--- src/xbr_pkg.sv ---
// Package for the XMODEM block receiver: shared constants, types and the CRC step.
// No dependencies.
package xbr_pkg;

   localparam int LongBlockBytes  = 1024;
   localparam int ShortBlockBytes = 128;

   localparam logic [7:0] CH_SOH = 8'h01;
   localparam logic [7:0] CH_STX = 8'h02;
   localparam logic [7:0] CH_EOT = 8'h04;
   localparam logic [7:0] CH_ACK = 8'h06;
   localparam logic [7:0] CH_NAK = 8'h15;
   localparam logic [7:0] CH_CAN = 8'h18;
   localparam logic [7:0] CH_CRC = 8'h43;

   localparam logic [1:0] CMD_START   = 2'd0;
   localparam logic [1:0] CMD_BYTE    = 2'd1;
   localparam logic [1:0] CMD_TIMEOUT = 2'd2;
   localparam logic [1:0] CMD_RSVD    = 2'd3;

   localparam logic [1:0] MODE_CSUM = 2'd0;
   localparam logic [1:0] MODE_CRC  = 2'd1;
   localparam logic [1:0] MODE_1K   = 2'd2;

   localparam logic CSR_MODE  = 1'b0;
   localparam logic CSR_LIMIT = 1'b1;

   localparam logic [15:0] CRC_POLY = 16'h1021;

   // one item queued between front and back
   typedef struct packed {
      logic [1:0] cmd;
      logic [7:0] rx_byte;
   } item_type;

   // one reply group produced by the back end
   typedef struct packed {
      logic [7:0]  first_byte;
      logic        has_cans;
      logic        done_res;
      logic        aborted;
      logic [31:0] total;
   } reply_type;

   function automatic logic [15:0] crc_step(input logic [15:0] crc, input logic [7:0] b);
      logic [15:0] c;
      c = crc ^ {b, 8'h00};
      for (int i = 0; i < 8; i++) begin
         c = c[15] ? ((c << 1) ^ CRC_POLY) : (c << 1);
      end
      return c;
   endfunction

endpackage

--- src/xmodem_block_receiver.sv ---
// XMODEM block receiver top level: front queue plus protocol back end.
// The first reply beat leaves through the queue and then the output register.
// Throughput: one item per cycle unless the queue is full or rsp_stall holds a reply;
// a reply of three beats holds the back end until its final beat leaves. Synchronous
// active-high reset: idle phase, mode CRC, retry limit 10; block store contents are undefined.
// Uses xbr_pkg, xbr_front, xbr_back.
module xmodem_block_receiver
   import xbr_pkg::*;
#(
   parameter int LONG_BLOCK_BYTES  = LongBlockBytes,
   parameter int SHORT_BLOCK_BYTES = ShortBlockBytes
) (
   input  logic        clock,
   input  logic        reset,
   input  logic        csr_write,
   input  logic        csr_index,
   input  logic [3:0]  csr_data,
   input  logic        req_valid,
   output logic        req_stall,
   input  logic [1:0]  req_cmd,
   input  logic [7:0]  req_rx_byte,
   output logic        rsp_valid,
   input  logic        rsp_stall,
   output logic [7:0]  rsp_tx_byte,
   output logic        rsp_last,
   output logic        rsp_done_res,
   output logic        rsp_aborted,
   output logic [31:0] rsp_received_total
);
   logic     q_valid, q_take;
   item_type q_item;

   xbr_front u_front (
      .clock, .reset, .req_valid, .req_stall, .req_cmd, .req_rx_byte,
      .q_valid, .q_take, .q_item
   );

   xbr_back #(
      .LONG_BLOCK_BYTES(LONG_BLOCK_BYTES), .SHORT_BLOCK_BYTES(SHORT_BLOCK_BYTES)
   ) u_back (
      .clock, .reset, .csr_write, .csr_index, .csr_data,
      .q_valid, .q_take, .q_item,
      .rsp_valid, .rsp_stall, .rsp_tx_byte, .rsp_last, .rsp_done_res,
      .rsp_aborted, .rsp_received_total
   );
endmodule

--- src/xbr_front.sv ---
// Front end: takes items, drops the reserved command, which never has an effect, queues the rest.
// Uses xbr_pkg.
module xbr_front
   import xbr_pkg::*;
(
   input  logic     clock,
   input  logic     reset,
   input  logic     req_valid,
   output logic     req_stall,
   input  logic [1:0] req_cmd,
   input  logic [7:0] req_rx_byte,
   output logic     q_valid,
   input  logic     q_take,
   output item_type q_item
);
   // two-entry queue
   item_type  mem_ff [2];
   logic      wr_ptr_ff, rd_ptr_ff;
   logic [1:0] cnt_ff;
   logic push, pop;

   assign req_stall = (cnt_ff == 2'd2);
   // unknown command 3 never has an effect
   assign push = req_valid && !req_stall && (req_cmd != CMD_RSVD);
   assign q_valid = (cnt_ff != 2'd0);
   assign q_item  = mem_ff[rd_ptr_ff];
   assign pop = q_valid && q_take;

   always_ff @(posedge clock) begin
      if (push) begin
         mem_ff[wr_ptr_ff] <= '{cmd: req_cmd, rx_byte: req_rx_byte};
      end
      if (reset) begin
         wr_ptr_ff <= 1'b0;
         rd_ptr_ff <= 1'b0;
         cnt_ff    <= 2'd0;
      end else begin
         if (push) wr_ptr_ff <= ~wr_ptr_ff;
         if (pop)  rd_ptr_ff <= ~rd_ptr_ff;
         cnt_ff <= cnt_ff + {1'b0, push} - {1'b0, pop};
      end
   end

   a_cnt_max: assert property (@(posedge clock) disable iff (reset) cnt_ff <= 2'd2)
      else $error("queue count overflow");
   a_no_push_full: assert property (@(posedge clock) disable iff (reset)
      cnt_ff == 2'd2 |-> !push) else $error("push into full queue");
endmodule

--- src/xbr_back.sv ---
// Back end: protocol engine, block store, reply serializer with output register.
// Uses xbr_pkg.
module xbr_back
   import xbr_pkg::*;
#(
   parameter int LONG_BLOCK_BYTES  = LongBlockBytes,
   parameter int SHORT_BLOCK_BYTES = ShortBlockBytes
) (
   input  logic        clock,
   input  logic        reset,
   input  logic        csr_write,
   input  logic        csr_index,
   input  logic [3:0]  csr_data,
   input  logic        q_valid,
   output logic        q_take,
   input  item_type    q_item,
   output logic        rsp_valid,
   input  logic        rsp_stall,
   output logic [7:0]  rsp_tx_byte,
   output logic        rsp_last,
   output logic        rsp_done_res,
   output logic        rsp_aborted,
   output logic [31:0] rsp_received_total
);
   localparam int AW = $clog2(LONG_BLOCK_BYTES);
   localparam logic [10:0] LONG_N  = 11'(LONG_BLOCK_BYTES);
   localparam logic [10:0] SHORT_N = 11'(SHORT_BLOCK_BYTES);

   typedef enum logic [1:0] {PH_IDLE, PH_HEADER, PH_BODY, PH_ENDED} phase_type;

   logic [1:0]  mode_ff;
   logic [3:0]  limit_ff;
   phase_type   phase_ff, phase_in;
   logic [10:0] pos_ff, pos_in;
   logic        long_ff, long_in;
   logic [7:0]  exp_ff, exp_in, gnum_ff, gnum_in, gcmp_ff, gcmp_in;
   logic [15:0] crc_ff, crc_in;
   logic [7:0]  sum_ff, sum_in, ghi_ff, ghi_in;
   logic [1:0]  can_ff, can_in;
   logic [3:0]  retry_ff, retry_in;
   logic [31:0] total_ff, total_in;
   logic [7:0]  store_ff [LONG_BLOCK_BYTES];

   // output stage: reply group and remaining beat count
   reply_type   rep_ff, rep_in;
   logic [1:0]  left_ff, idx_ff;
   logic        have_reply;

   logic        busy, fire;
   logic        status_set, status_ok, status_prev;
   logic        store_we;
   logic [AW-1:0] store_addr;
   logic [10:0] n_bytes, add;
   logic        crc_mode;
   logic [7:0]  prevb;
   logic        num_ok, num_prev, integ_ok;
   logic        ab, dn;
   logic [32:0] sum_total;

   assign busy   = (left_ff != 2'd0);
   // accept next item when output is empty or its final beat leaves now
   assign q_take = !busy || (left_ff == 2'd1 && !rsp_stall);
   assign fire   = q_valid && q_take;

   assign crc_mode = long_ff || mode_ff == MODE_CRC || mode_ff == MODE_1K;
   assign n_bytes  = long_ff ? LONG_N : SHORT_N;
   assign prevb    = exp_ff - 8'd1;
   assign num_ok   = gnum_ff == exp_ff && gcmp_ff == ~exp_ff;
   assign num_prev = gnum_ff == prevb && gcmp_ff == ~prevb;
   assign integ_ok = crc_mode
      ? (ghi_ff == crc_ff[15:8] && q_item.rx_byte == crc_ff[7:0])
      : (sum_ff == q_item.rx_byte);
   assign store_addr = AW'(pos_ff - 11'd2);

   always_comb begin
      phase_in = phase_ff; pos_in = pos_ff; long_in = long_ff; exp_in = exp_ff;
      gnum_in = gnum_ff; gcmp_in = gcmp_ff; crc_in = crc_ff; sum_in = sum_ff;
      ghi_in = ghi_ff; can_in = can_ff; retry_in = retry_ff; total_in = total_ff;
      status_set = 1'b0; status_ok = 1'b0; status_prev = 1'b0;
      store_we = 1'b0; add = 11'd0; ab = 1'b0; dn = 1'b0;
      rep_in = rep_ff;
      rep_in.has_cans = 1'b0;
      sum_total = '0;
      if (q_item.cmd == CMD_START) begin
         phase_in = PH_HEADER; exp_in = 8'd1; retry_in = '0; can_in = '0;
         total_in = '0; pos_in = '0;
      end else if (q_item.cmd == CMD_BYTE && phase_ff == PH_HEADER) begin
         unique case (q_item.rx_byte)
            CH_SOH: begin
               can_in = '0; phase_in = PH_BODY; long_in = 1'b0; pos_in = '0;
               crc_in = '0; sum_in = '0;
            end
            CH_STX: begin
               can_in = '0;
               if (mode_ff == MODE_1K) begin
                  phase_in = PH_BODY; long_in = 1'b1; pos_in = '0;
                  crc_in = '0; sum_in = '0;
               end else begin
                  status_set = 1'b1;
               end
            end
            CH_EOT: begin
               can_in = '0; status_set = 1'b1; status_ok = 1'b1; dn = 1'b1;
               phase_in = PH_ENDED;
            end
            CH_CAN: begin
               if (can_ff < 2'd3) can_in = can_ff + 2'd1;
               status_set = 1'b1;
               if (can_in >= 2'd2) begin
                  ab = 1'b1; phase_in = PH_ENDED;
               end
            end
            default: status_set = 1'b1;
         endcase
      end else if (q_item.cmd == CMD_BYTE && phase_ff == PH_BODY) begin
         add = n_bytes;
         if (pos_ff == 11'd0) begin
            gnum_in = q_item.rx_byte;
         end else if (pos_ff == 11'd1) begin
            gcmp_in = q_item.rx_byte;
         end else if (pos_ff < n_bytes + 11'd2) begin
            store_we = 1'b1;
            crc_in = crc_step(crc_ff, q_item.rx_byte);
            sum_in = sum_ff + q_item.rx_byte;
         end else if (crc_mode && pos_ff == n_bytes + 11'd2) begin
            ghi_in = q_item.rx_byte;
         end else begin
            status_set = 1'b1;
            status_ok = num_ok && integ_ok;
            status_prev = !num_ok && num_prev;
         end
         if (status_set) phase_in = PH_HEADER;
         else pos_in = pos_ff + 11'd1;
      end else if (q_item.cmd == CMD_TIMEOUT && phase_ff == PH_BODY) begin
         phase_in = PH_HEADER; status_set = 1'b1;
      end

      if (q_item.cmd == CMD_START) begin
         rep_in.first_byte = (mode_ff == MODE_CRC || mode_ff == MODE_1K) ? CH_CRC : CH_NAK;
      end else begin
         rep_in.first_byte = (status_ok || status_prev) ? CH_ACK : CH_NAK;
      end
      if (status_set) begin
         if (status_ok) begin
            exp_in = exp_ff + 8'd1;
            sum_total = {1'b0, total_ff} + {22'd0, add};
            total_in = sum_total[32] ? 32'hFFFF_FFFF : sum_total[31:0];
            retry_in = '0;
         end else begin
            if (retry_ff < 4'd15) retry_in = retry_ff + 4'd1;
            if (retry_in >= limit_ff) begin
               ab = 1'b1; phase_in = PH_ENDED; rep_in.has_cans = 1'b1;
            end
         end
      end
      rep_in.done_res = dn;
      rep_in.aborted  = ab;
      rep_in.total    = total_in;
   end

   assign have_reply = (q_item.cmd == CMD_START) || status_set;

   always_ff @(posedge clock) begin
      if (fire && store_we) store_ff[store_addr] <= q_item.rx_byte;
   end

   always_ff @(posedge clock) begin
      if (reset) begin
         mode_ff <= MODE_CRC; limit_ff <= 4'd10;
         phase_ff <= PH_IDLE; pos_ff <= '0; long_ff <= 1'b0; exp_ff <= 8'd1;
         gnum_ff <= '0; gcmp_ff <= '0; crc_ff <= '0; sum_ff <= '0; ghi_ff <= '0;
         can_ff <= '0; retry_ff <= '0; total_ff <= '0;
         left_ff <= '0; idx_ff <= '0;
      end else begin
         if (csr_write && csr_index == CSR_MODE)  mode_ff  <= csr_data[1:0];
         if (csr_write && csr_index == CSR_LIMIT) limit_ff <= csr_data;
         // a new reply group replaces the final beat leaving at this edge
         if (fire && have_reply) begin
            left_ff <= rep_in.has_cans ? 2'd3 : 2'd1;
            idx_ff  <= '0;
         end else if (busy && !rsp_stall) begin
            left_ff <= left_ff - 2'd1;
            idx_ff  <= idx_ff + 2'd1;
         end
         if (fire) begin
            phase_ff <= phase_in; pos_ff <= pos_in; long_ff <= long_in;
            exp_ff <= exp_in; gnum_ff <= gnum_in; gcmp_ff <= gcmp_in;
            crc_ff <= crc_in; sum_ff <= sum_in; ghi_ff <= ghi_in;
            can_ff <= can_in; retry_ff <= retry_in; total_ff <= total_in;
         end
      end
   end

   always_ff @(posedge clock) begin
      if (fire && have_reply) rep_ff <= rep_in;
   end

   assign rsp_valid          = busy;
   assign rsp_tx_byte        = (idx_ff == 2'd0) ? rep_ff.first_byte : CH_CAN;
   assign rsp_last           = (left_ff == 2'd1);
   assign rsp_done_res       = rep_ff.done_res;
   assign rsp_aborted        = rep_ff.aborted;
   assign rsp_received_total = rep_ff.total;

   a_left: assert property (@(posedge clock) disable iff (reset)
      left_ff != 2'd2 || idx_ff == 2'd1) else $error("beat index out of step");
   a_cans: assert property (@(posedge clock) disable iff (reset)
      busy && idx_ff != 2'd0 |-> rep_ff.aborted) else $error("CAN beat without abort");
   a_done: assert property (@(posedge clock) disable iff (reset)
      busy && rep_ff.done_res |-> left_ff == 2'd1) else $error("EOT reply too long");
endmodule
--- config.mk ---
export PLATFORM = sky130hd
export DESIGN_NAME = xmodem_block_receiver
export DESIGN_NICKNAME = d
export VERILOG_FILES = /design/src/xbr_pkg.sv /design/src/xmodem_block_receiver.sv /design/src/xbr_front.sv /design/src/xbr_back.sv
export SDC_FILE = /design/constraint.sdc
export NUM_CORES = 1
export LEC_CHECK = 0
export BUFFER_PORTS_ARGS = -buffer_cell sky130_fd_sc_hd__buf_2
export CORE_UTILIZATION = 35
export DETAILED_ROUTE_END_ITERATION = 6
export PLACE_DENSITY = 0.56
export SLEW_MARGIN = 30
export SYNTH_ARGS = -nofsm -noshare
export SYNTH_HDL_FRONTEND = slang
export SYNTH_HIERARCHICAL = 1
export SYNTH_SLANG_ARGS = --single-unit
--- constraint.sdc ---
create_clock -name clock -period 10.5 [get_ports clock]
set_input_delay 2.1 -clock clock [delete_from_list [all_inputs] [get_ports clock]]
set_output_delay 2.1 -clock clock [all_outputs]
set_load 0.02 [all_outputs]
# Yosys cells after proc, flatten, opt, wreduce, memory -nomap -nowiden
# Memories as Yosys holds them, arrays and structs flattened. A register that Yosys moved wholly into a read port is not among the register bits.
# Index checks and enable logic that the tools add are counted.
dict set report totals {
  ramBits 20
  in_bits 20
  ff_bits 164
  mem_count 1
  output_inout_bits 45
}
# name depth width read_ports rd_ports_with_merged_regs write_ports line_no
set mem_list {}
lappend mem_list {u_front.mem_ff 2 10 1 1 1 xbr_front.sv:17} ;# item_type mem_ff [2];
dict set report op_classes {
  reduce_logical 49
  n_addsub 12
  muxes 115
  eq_ne 30
  order_cmp 5
  bitwise 19
}
# cell count
set op_table {}
lappend op_table {{$mux 32} 4}
lappend op_table {{$mux 13} 8}
lappend op_table {{$mux 11} 9}
lappend op_table {{$mux 16} 6}
lappend op_table {{$mux 8} 11}
lappend op_table {{$eq 8x8->1} 7}
lappend op_table {{$mux 1} 43}
lappend op_table {{$mux 2} 19}
lappend op_table {{$add 32x11->33} 1}
lappend op_table {{$pmux 16 s2} 1}
lappend op_table {{$mux 4} 6}
lappend op_table {{$not 3->3} 8}
lappend op_table {{$pmux 11 s2} 1}
lappend op_table {{$logic_and 1x1->1} 17}
lappend op_table {{$not 8->8} 2}
lappend op_table {{$pmux 8 s2} 1}
lappend op_table {{$reduce_and 8->1} 2}
lappend op_table {{$xor 16x16->16} 1}
lappend op_table {{$reduce_and 5->1} 3}
lappend op_table {{$reduce_bool 2->1} 7}
lappend op_table {{$add 11x1->11 const B} 1}
lappend op_table {{$add 11x2->11 const B} 1}
lappend op_table {{$eq 11x1->1 const B} 1}
lappend op_table {{$eq 11x11->1} 1}
lappend op_table {{39 further kinds} 69}

# Logic depth before layout (Yosys ltp)
# Gate-level depths: netlist of run 1.
dict set report logic_depth {
  word_depth 22
  depth_mapped 16
  depth_no_buf 13
}

# Modules after synthesis
# Netlist of run 1, hierarchy kept.
# module cells_per_inst seq_area_each_um2 area_per_inst_um2 instances
set modules_own_cells {}
lappend modules_own_cells {xbr_back 1055 3533.4 9022.4 1}
lappend modules_own_cells {xbr_front 58 700.7 979.7 1}

# Worst setup path after synthesis of run 1
# No wires, ideal clock.
dict set report synth_path {
  path_kind {input-to-reg}
  startpoint {input port rsp_stall}
  endpoint {register u_back.retry_ff[1]}
  required_time_ns 10.380
  slack_ns 4.009
  cell_stages 5
  arrival_ns 6.370
  setup_time_ns 0.120
  cell_sequence {nor2b_1 o21ai_0 a221oi_1 nor2_1 a22o_1}
}
dict set report synth_between {
  elab_chain_cells 4
}
# element line_no
set synth_rtl {}
lappend synth_rtl {{start, declared} xmodem_block_receiver.sv:23} ;# input logic rsp_stall,
lappend synth_rtl {{$logic_not 1->1} xbr_back.sv:62} ;# assign q_take = !busy || (left_ff == 2'd1 && !rsp_stall);
lappend synth_rtl {{$logic_and 1x1->1} xbr_back.sv:62}
lappend synth_rtl {{$logic_or 1x1->1} xbr_back.sv:62}
lappend synth_rtl {{$logic_and 1x1->1} xbr_back.sv:63} ;# assign fire = q_valid && q_take;
lappend synth_rtl {{end signal, assigned} xbr_back.sv:189} ;# can_ff <= can_in; retry_ff <= retry_in; total_ff <= total_in;
lappend synth_rtl {{end, declared} xbr_back.sv:40} ;# logic [3:0] retry_ff, retry_in;
# No other way between the ends.
# A chain may end at the register's enable or synchronous reset.

==> flow_summary.toml, run 1 <==
[synth]
ys_async_sr_fraction = 0
syn_area_um2 = 10000
synth-main-ff-cell = "dfxtp_1"
synth-seq-cells = 182
synth_top_area_frac = 0.2462
syn-instance-count = 1113
syn_area_per_cell_um2 = 8.987
ys_warn_count = 6
synth_area_leader_cell = "dfxtp_1"
ys_types = 81
synth-edff-count = 59
synthTopCellsByArea = "dfxtp_1 (25%), edfxtp_1 (18%), a21oi_1 (4.6%)"
ys_seq_area_frac = 0.4233

[detailed_routing]
routedWlPerCell_um = 16.07
first_pass_iters = 5
via_count = 7960
drc = 0
ant_nets = 0
avgViaCountPerCell = 5.314
drt-initial-drc-count = 605
totalWireLength_um = 24080

[sta]
rsz0062_at_grt = "no"
skew_ns = 0.01679
drv_slew = 0
slew_headroom = 0.3859
setup_violations = 0
finalCriticalPeriod_ns = 4.665
timing.hold.ws_ns = 0.4388
worst_pin_slew_ns = 0.9211
fin_ws_ns = 5.835
final_hold_viol_count = 0
clock.fmax_ghz = 0.2143
fin_crit_sh = 0.4443
tns_ns = 0

[clock_network]
numCtsBuffers = 17
clk-insertion-delay-late_ns = 0.44
tritoncts = "built"
cts_hold_buf = 0
clockRootBuffer = "clkbuf_16"
cts_max_path_buffers = 2
cts.clk_slew.worst_paths_ns = 0.07
post_cts_buffers = 0
cts.htree.levels = 4
post_cts_resize_count = 0
cts_sinks = 182

[placement]
gp_congestion = 0.8232
dp_cells = 1466
place_area_um2 = 10380
portBuffers = 62
dp_hpwl_um = 16500
preCtsSetupSlack_ns = 5.984

[floorplanning]
coreArea_um2 = 27930
rows = 61
die_h_um = 171.1
die_w_um = 171.1
start_util = 0.3581
die-area_um2 = 29260
io_pins = 65

[layout]
syn_to_final_growth_pct = 9.682
drive_above_1_share = 0.1339
finalNonFillerCells = 1498
diodes = 0
final_area_um2 = 10970
nets = 1158

[status]
status = "finished, final reports clean"

[global_route]
grt_usage = 0.1709
grt.overflow.total = 0
antenna_found_initial = 0
first_global_vias = 7267
grt_first_pass_wirelength_um = 38980
grt_start_max_net_pins = 49

[worst_hold_path]
min_path_type = "reg -> reg"

[critical_path]
endpoint_kind = "flip-flop"
cp_max_fo = 13
worstPathArrival_ns = 4.92
required_ns = 10.76
start_kind = "flip-flop"
ff2ff_setup_slack_ns = 5.83
path_class = "reg -> reg"

[pwr]
ir_drop_mv = 0.09804
p_per_area_nw_per_um2 = 188.9
power.leakage_uw = 0.004091

[flow_run]
drv_cap = 0
==> final cells by class <==
class,instances,area (um2)
Fill cell,2866,16960
Multi-Input combinational cell,801,5180
Sequential cell,182,4234
Tap cell,378,473.0
Clock buffer,18,429.2
Timing Repair Buffer,73,392.9
Clock inverter,14,141.4
Inverter,32,120.1
==> cells in the final DEF, fill, tap and decap left out, drive strengths merged, types with 18 or more instances in the layout <==
master / count
edfxtp: 59
nand3: 31
nor2: 120
xnor2: 31
o21ai: 29
a211oi: 20
mux2i: 31
a21oi: 91
nand2: 98
dfxtp: 123
ha: 30
xor2: 29
a311oi: 18
inv: 38
nor3: 45
buf: 73
clkbuf: 18
==> state kept, by name, summed over array words and instances (netlist names), 4 cells and up, named ones only <==
signal,flops
u_front/mem_ff,20
u_back/crc_ff,16
u_back/rep_ff,5
u_back/rsp_received_total,32
u_back/gcmp_ff,8
u_back/pos_ff,11
u_back/exp_ff,8
u_back/limit_ff,4
u_back/gnum_ff,8
u_back/ghi_ff,8
u_back/retry_ff,4
u_back/sum_ff,8
u_back/total_ff,32
==> synth_stat cells (4+ instances only) <==
library cell and count:
a22o_1 5, nor4_1 15, mux2_2 12, a211oi_1 18, buf_1 4, nand3_1 31
o21ai_0 29, o2bb2ai_1 4, nor2_1 119, a21o_1 11, nor3_1 44, buf_4 35
ha_1 30, and3_1 15, a21oi_1 91, or2_2 8, o22ai_1 6, xor2_1 29
a31oi_1 14, or3_1 8, mux2i_1 31, nand3b_1 6, inv_1 32, or4_1 8
xnor2_1 31, nand2_1 98, and2_1 10, clkbuf_1 52, and4_1 5, nor2b_1 8
a311oi_1 15, nand4_1 13, buf_6 4, edfxtp_1 59, nand2b_1 17, a41oi_1 5
dfxtp_1 123, o21a_1 6
==> layer usage <==
metal,routed length (um),part of all wire,global-route usage
met1,11860,0.49,0.2379
met2,10840,0.45,0.2667
met3,1062,0.044,0.03030
met4,315,0.013,0.05396
met5,0,0,0
==> per-stage QoR <==
step / total power, uW / util
after floorplan: 1308 / -
after global placement: 1457 / 0.3710
after detailed placement: 1464 / 0.3714
after CTS: 2099 / 0.3918
after global routing: 2190 / 0.3927
final: 2073 / 0.3927
==> logic make-up (layout without fill, tap and decap cells) <==
kind of cell	Yosys count	count (layout)	synth area share
buf+inv	131	137	0.06580
other cells	1	2	0.0003749
simple gates	423	423	0.2100
xor+xnor	60	60	0.05254
fa+ha+maj	31	31	0.03953
flops	182	182	0.4233
mux	44	44	0.04603
compound gates	241	241	0.1624
==> worst max-delay path, cell delays in order, from the launching register on <==
cell	delay, ns
dfxtp_1	0.61
mux2_2	0.49
nor2b_1	0.22
nand3_1	0.26
nor2_1	0.21
ha_1	0.22
a41oi_1	0.33
or4_1	0.75
nor2_1	0.41
nand2_1	0.41
nand2_1	0.20
a21oi_1	0.08
a311oi_1	0.29
==> path summary, 6_finish.rpt <==
kind | cells after the start | startpoint | endpoint
min | 2 | u_back/total_ff[6] | u_back/total_ff[6]
min reg2reg | 2 | u_back/total_ff[6] | u_back/total_ff[6]
max | 12 | flip-flop | u_back/rsp_received_total[21]
max reg2reg | 12 | flip-flop | u_back/rsp_received_total[21]
==> report_power, final <==
part | leakage (uW) | switching (uW) | internal (uW) | total, uW
Clock | 0.000277 | 296 | 334 | 630
Sequential | 0.00154 | 29.9 | 794 | 824
Combinational | 0.00227 | 412 | 207 | 619
Total | 0.00409 | 738 | 1330 | 2070
Note: power is estimated with default switching activity, not from simulation.
==> run 2, diff against run 1 <==
clock period = 4.9 ns   (was 10.5 ns; I/O delays follow)
==> run 2 against run 1 <==
Effect of this change: sequential share of layout area fell by 0.36 points; non-clock buffer count rose by 11; clock power rose by 120%; critical path type unchanged; critical endpoint is now u_back/rsp_received_total[12]; largest cell class unchanged.
==> flow_summary.toml, run 2 (same netlist as run 1, synthesis figures left out) <==
[status]
status = "finished, final reports clean"

[floorplanning]
die_w_um = 171.1
io_pins = 65
start_util = 0.3581
die_h_um = 171.1
die-area_um2 = 29260
rows = 61
coreArea_um2 = 27930

[critical_path]
crit_buf_inv = 0
critPathSlowestCell = "or4_1"
required_ns = 5.17
path_class = "reg -> reg"
endpoint_kind = "flip-flop"
path_common_cell = "nor2_1"
worstPathArrival_ns = 4.56
crit_family = "simple AND/OR/NAND/NOR gates"
cp_max_fo = 13
crit_chain = "mux2_2 > nor2b_1 > nand3_1 > nor2_1 > ha_1 > a41oi_1 > or4_1 > nor2_1 > nand2_1 > and2_1 > a311oi_1"
max_stage_delay_ns = 0.74
start_kind = "flip-flop"

[clock_network]
tritoncts = "built"
cts_hold_buf = 0
clockRootBuffer = "clkbuf_16"
post_cts_buffers = 0
post_cts_resize_count = 0
cts.htree.levels = 4
cts.clk_slew.worst_paths_ns = 0.08
cts_sinks = 182
numCtsBuffers = 17
cts_max_path_buffers = 2
clk-insertion-delay-late_ns = 0.44

[layout]
nets = 1169
nFillCells = 2847
final_area_um2 = 11070
drive_above_1_share = 0.1415
finalNonFillerCells = 1509
diodes = 0
syn_to_final_growth_pct = 10.71
final_cell_mix = "dfxtp_1 (123), nor2_1 (118), nand2_1 (98)"
layout_commonest_cell = "dfxtp_1"
fin_util = 0.3964

[pwr]
switching_power_uw = 1616
ir_drop_mv = 0.2165
total_power_uw = 4506
p_seq_frac = 0.390
p_per_area_nw_per_um2 = 406.9
comb_power_share = 0.303
internal_power_uw = 2890
power_frac_clock = 0.307
netSwitchingFraction = 0.3586
power.leakage_uw = 0.004147

[sta]
drv_slew = 0
slew_headroom = 0.3844
clock.fmax_ghz = 0.2331
tns_ns = 0
skew_ns = 0.02785
finalCriticalPeriod_ns = 4.290
rsz0062_at_grt = "no"
worst_pin_slew_ns = 0.9201
final_hold_viol_count = 0
setup_violations = 0
fin_crit_sh = 0.8755

[global_route]
grt.overflow.total = 0
antenna_found_initial = 0
grt_first_pass_wirelength_um = 38730
grt_start_max_net_pins = 70
grt_usage = 0.1685
first_global_vias = 7249

[flow_run]
drv_cap = 0

[detailed_routing]
totalWireLength_um = 23980
drc = 0
drt-initial-drc-count = 782
via_count = 8023
avgViaCountPerCell = 5.317
routedWlPerCell_um = 15.89
first_pass_iters = 6
ant_nets = 0

[placement]
gp_congestion = 0.8533
place_area_um2 = 10470
dp_cells = 1476
dp_hpwl_um = 16490
portBuffers = 62

[worst_hold_path]
min_path_type = "reg -> reg"
## run 2: worst reg2reg max path: stages, from the launching register on
cell and delay, ns:
dfxtp_1 0.37, mux2_2 0.44, nor2b_1 0.21, nand3_1 0.25
nor2_1 0.19, ha_1 0.21, a41oi_1 0.32, or4_1 0.74
nor2_1 0.40, nand2_1 0.41, and2_1 0.32, a311oi_1 0.25
## run 2: worst paths after layout
path | cells past startpoint | slack [ns] | start | endpoint
worst min-delay path | 2 | 0.44 | u_back/total_ff[6] | u_back/total_ff[6]
worst max-delay path | 11 | 0.61 | flip-flop | u_back/rsp_received_total[12]
worst min register to register | 2 | 0.44 | u_back/total_ff[6] | u_back/total_ff[6]
worst max register to register | 11 | 0.61 | flip-flop | u_back/rsp_received_total[12]
## run 2: metal layers
metal  vias up  global-route usage  wire length (um)
li1       3986                   -                 -
met1      3816              0.2358             12060
met2       202              0.2663             10640
met3        19             0.02938              1012
met4         0             0.04348               259
met5         -                   0                 0
## run 2: layout make-up
cell class                      count  area, um2  area share
Inverter                           32      120.1     0.01085
Clock inverter                     15      166.4     0.01503
Tap cell                          378      473.0     0.04271
Clock buffer                       17      425.4     0.03842
Sequential cell                   182       4234      0.3824
Timing Repair Buffer               84      504.2     0.04554
Multi-Input combinational cell    801       5150      0.4651
## run 2: through the flow
| step | setup WS (ns) | hold WS [ns] |
|---|---|---|
| floorplan | 0.7221 | 0.4154 |
| global placement | 0.8066 | 0.4283 |
| detailed placement | 0.6768 | 0.4310 |
| CTS | 0.6676 | 0.4415 |
| global route | 0.3381 | 0.4646 |
| finish | 0.6098 | 0.4394 |
## run 2: power groups by stage
| stage | clock network (uW) | registers [uW] | logic [uW] |
|---|---|---|---|
| 4_1_cts | 1420 | 1760 | 1370 |
| 5_1_grt | 1480 | 1770 | 1500 |
| 2_1_floorplan | 0 | 1780 | 1020 |
| 6_report | 1390 | 1760 | 1360 |
| 3_5_place_dp | 0 | 1790 | 1360 |
| 3_3_place_gp | 0 | 1790 | 1350 |
==> run 3, diff against run 2 <==
MAX_ROUTING_LAYER = met4   (was unset)
==> run 3 against run 2 <==
Effect of this change: combinational power hardly changed; non-clock buffer count stayed put; register-to-register slack about the same; sequential share of layout area unchanged; clock power hardly changed; sequential power barely moved; final cell count is the same; global-route usage is 0.50 points higher; utilization unchanged; critical endpoint unchanged.
==> flow_summary.toml, run 3 (same netlist as run 1, synthesis figures left out) <==
[status]
status = "finished, final reports clean"

[critical_path]
r2r-end = "u_back/rsp_received_total[12]"
required_ns = 5.17
start_kind = "flip-flop"
cp_max_fo = 13
worstPathArrival_ns = 4.55
endpoint_kind = "flip-flop"
path_class = "reg -> reg"
ff2ff_setup_slack_ns = 0.62
reg2reg_depth = 11

[placement]
portBuffers = 62
dp_hpwl_um = 16490
place_area_um2 = 10470
dp_cells = 1476
gp_congestion = 0.8669

[layout]
final_area_um2 = 11070
final_cell_mix = "dfxtp_1 (123), nor2_1 (118), nand2_1 (98)"
diodes = 0
drive_above_1_share = 0.1415
layout_commonest_cell = "dfxtp_1"
nFillCells = 2847
finalNonFillerCells = 1509
nets = 1169
syn_to_final_growth_pct = 10.71
fin_util = 0.3964

[detailed_routing]
routedWlPerCell_um = 15.94
drc = 0
via_count = 8022
ant_nets = 0
avgViaCountPerCell = 5.316
drt-initial-drc-count = 734
first_pass_iters = 5
totalWireLength_um = 24050

[worst_hold_path]
min_to = "u_back/total_ff[6]"
hp-start = "u_back/total_ff[6]"
hold_path_depth = 2
min_path_type = "reg -> reg"

[global_route]
met3_usage = 0.02915
grt_start_max_net_pins = 70
grt_first_pass_wirelength_um = 38730
antenna_found_initial = 0
grtUsageMet1 = 0.2362
grt.overflow.total = 0
grt_usage = 0.1735
gr-usage-met2 = 0.2660
busiest_layer = "met2"
first_global_vias = 7243

[sta]
drv_slew = 0
setup_violations = 0
final_hold_viol_count = 0
finalCriticalPeriod_ns = 4.284
worst_pin_slew_ns = 0.9342
fin_crit_sh = 0.8743
clock.fmax_ghz = 0.2334
tns_ns = 0
rsz0062_at_grt = "no"
slew_headroom = 0.3749
skew_ns = 0.01557

[clock_network]
clk-insertion-delay-late_ns = 0.44
numCtsBuffers = 17
cts_hold_buf = 0
tritoncts = "built"
clockRootBuffer = "clkbuf_16"
cts_max_path_buffers = 2
cts_sinks = 182
post_cts_resize_count = 0
cts.clk_slew.worst_paths_ns = 0.08
cts.htree.levels = 4
post_cts_buffers = 0

[flow_run]
drv_cap = 0

[pwr]
p_per_area_nw_per_um2 = 407.2
ir_drop_mv = 0.2159
power.leakage_uw = 0.004147

[floorplanning]
die_w_um = 171.1
start_util = 0.3581
rows = 61
die-area_um2 = 29260
coreArea_um2 = 27930
die_h_um = 171.1
io_pins = 65
run 3: cell counts in the layout (fill, tap and decap cells not counted):
Identical to the previous run, type by type.
run 3: worst max-delay path: stages (launching register included):
cell and delay, ns:
dfxtp_1 0.37, mux2_2 0.44, nor2b_1 0.21, nand3_1 0.25
nor2_1 0.19, ha_1 0.21, a41oi_1 0.32, or4_1 0.75
nor2_1 0.40, nand2_1 0.41, and2_1 0.31, a311oi_1 0.25
run 3: worst max path at each step:
stage	to	cells after the start
after CTS	u_back/rsp_received_total[12]	11
final	u_back/rsp_received_total[12]	11
after floorplan	u_back/retry_ff[1]	10
after global placement	u_back/total_ff[29]	11
after detailed placement	u_back/rsp_received_total[12]	11
after global routing	u_back/rsp_received_total[21]	12
run 3: report_power, final:
part	total, uW	switching, uW	leakage [uW]	internal (uW)
combinational	1360	899	0.00232	464
clock	1390	664	0.000286	726
sequential	1760	54.7	0.00154	1700
total	4510	1620	0.00415	2890
run 3: layout make-up:
cell class / count / area (um2) / share of cell area
Multi-Input combinational cell: 801 / 5150 / 0.4651
Timing Repair Buffer: 84 / 504.2 / 0.04554
Sequential cell: 182 / 4234 / 0.3824
Inverter: 32 / 120.1 / 0.01085
Tap cell: 378 / 473.0 / 0.04271
Clock buffer: 17 / 425.4 / 0.03842
Clock inverter: 15 / 166.4 / 0.01503
run 3: routing by layer:
metal / share of wire / wire length, um / vias to the layer above
li1: - / - / 3991
met1: 0.50 / 11920 / 3820
met2: 0.45 / 10760 / 194
met3: 0.046 / 1118 / 17
met4: 0.011 / 257 / 0
met5: 0 / 0 / -
run 3: stage by stage:
stage | worst slack, ns | total power, uW | hold slack, ns
finish | 0.6160 | 4508 | 0.4393
global route | 0.3386 | 4747 | 0.4646
CTS | 0.6676 | 4544 | 0.4415
detailed placement | 0.6768 | 3152 | 0.4310
global placement | 0.8066 | 3142 | 0.4283
floorplan | 0.7221 | 2799 | 0.4154
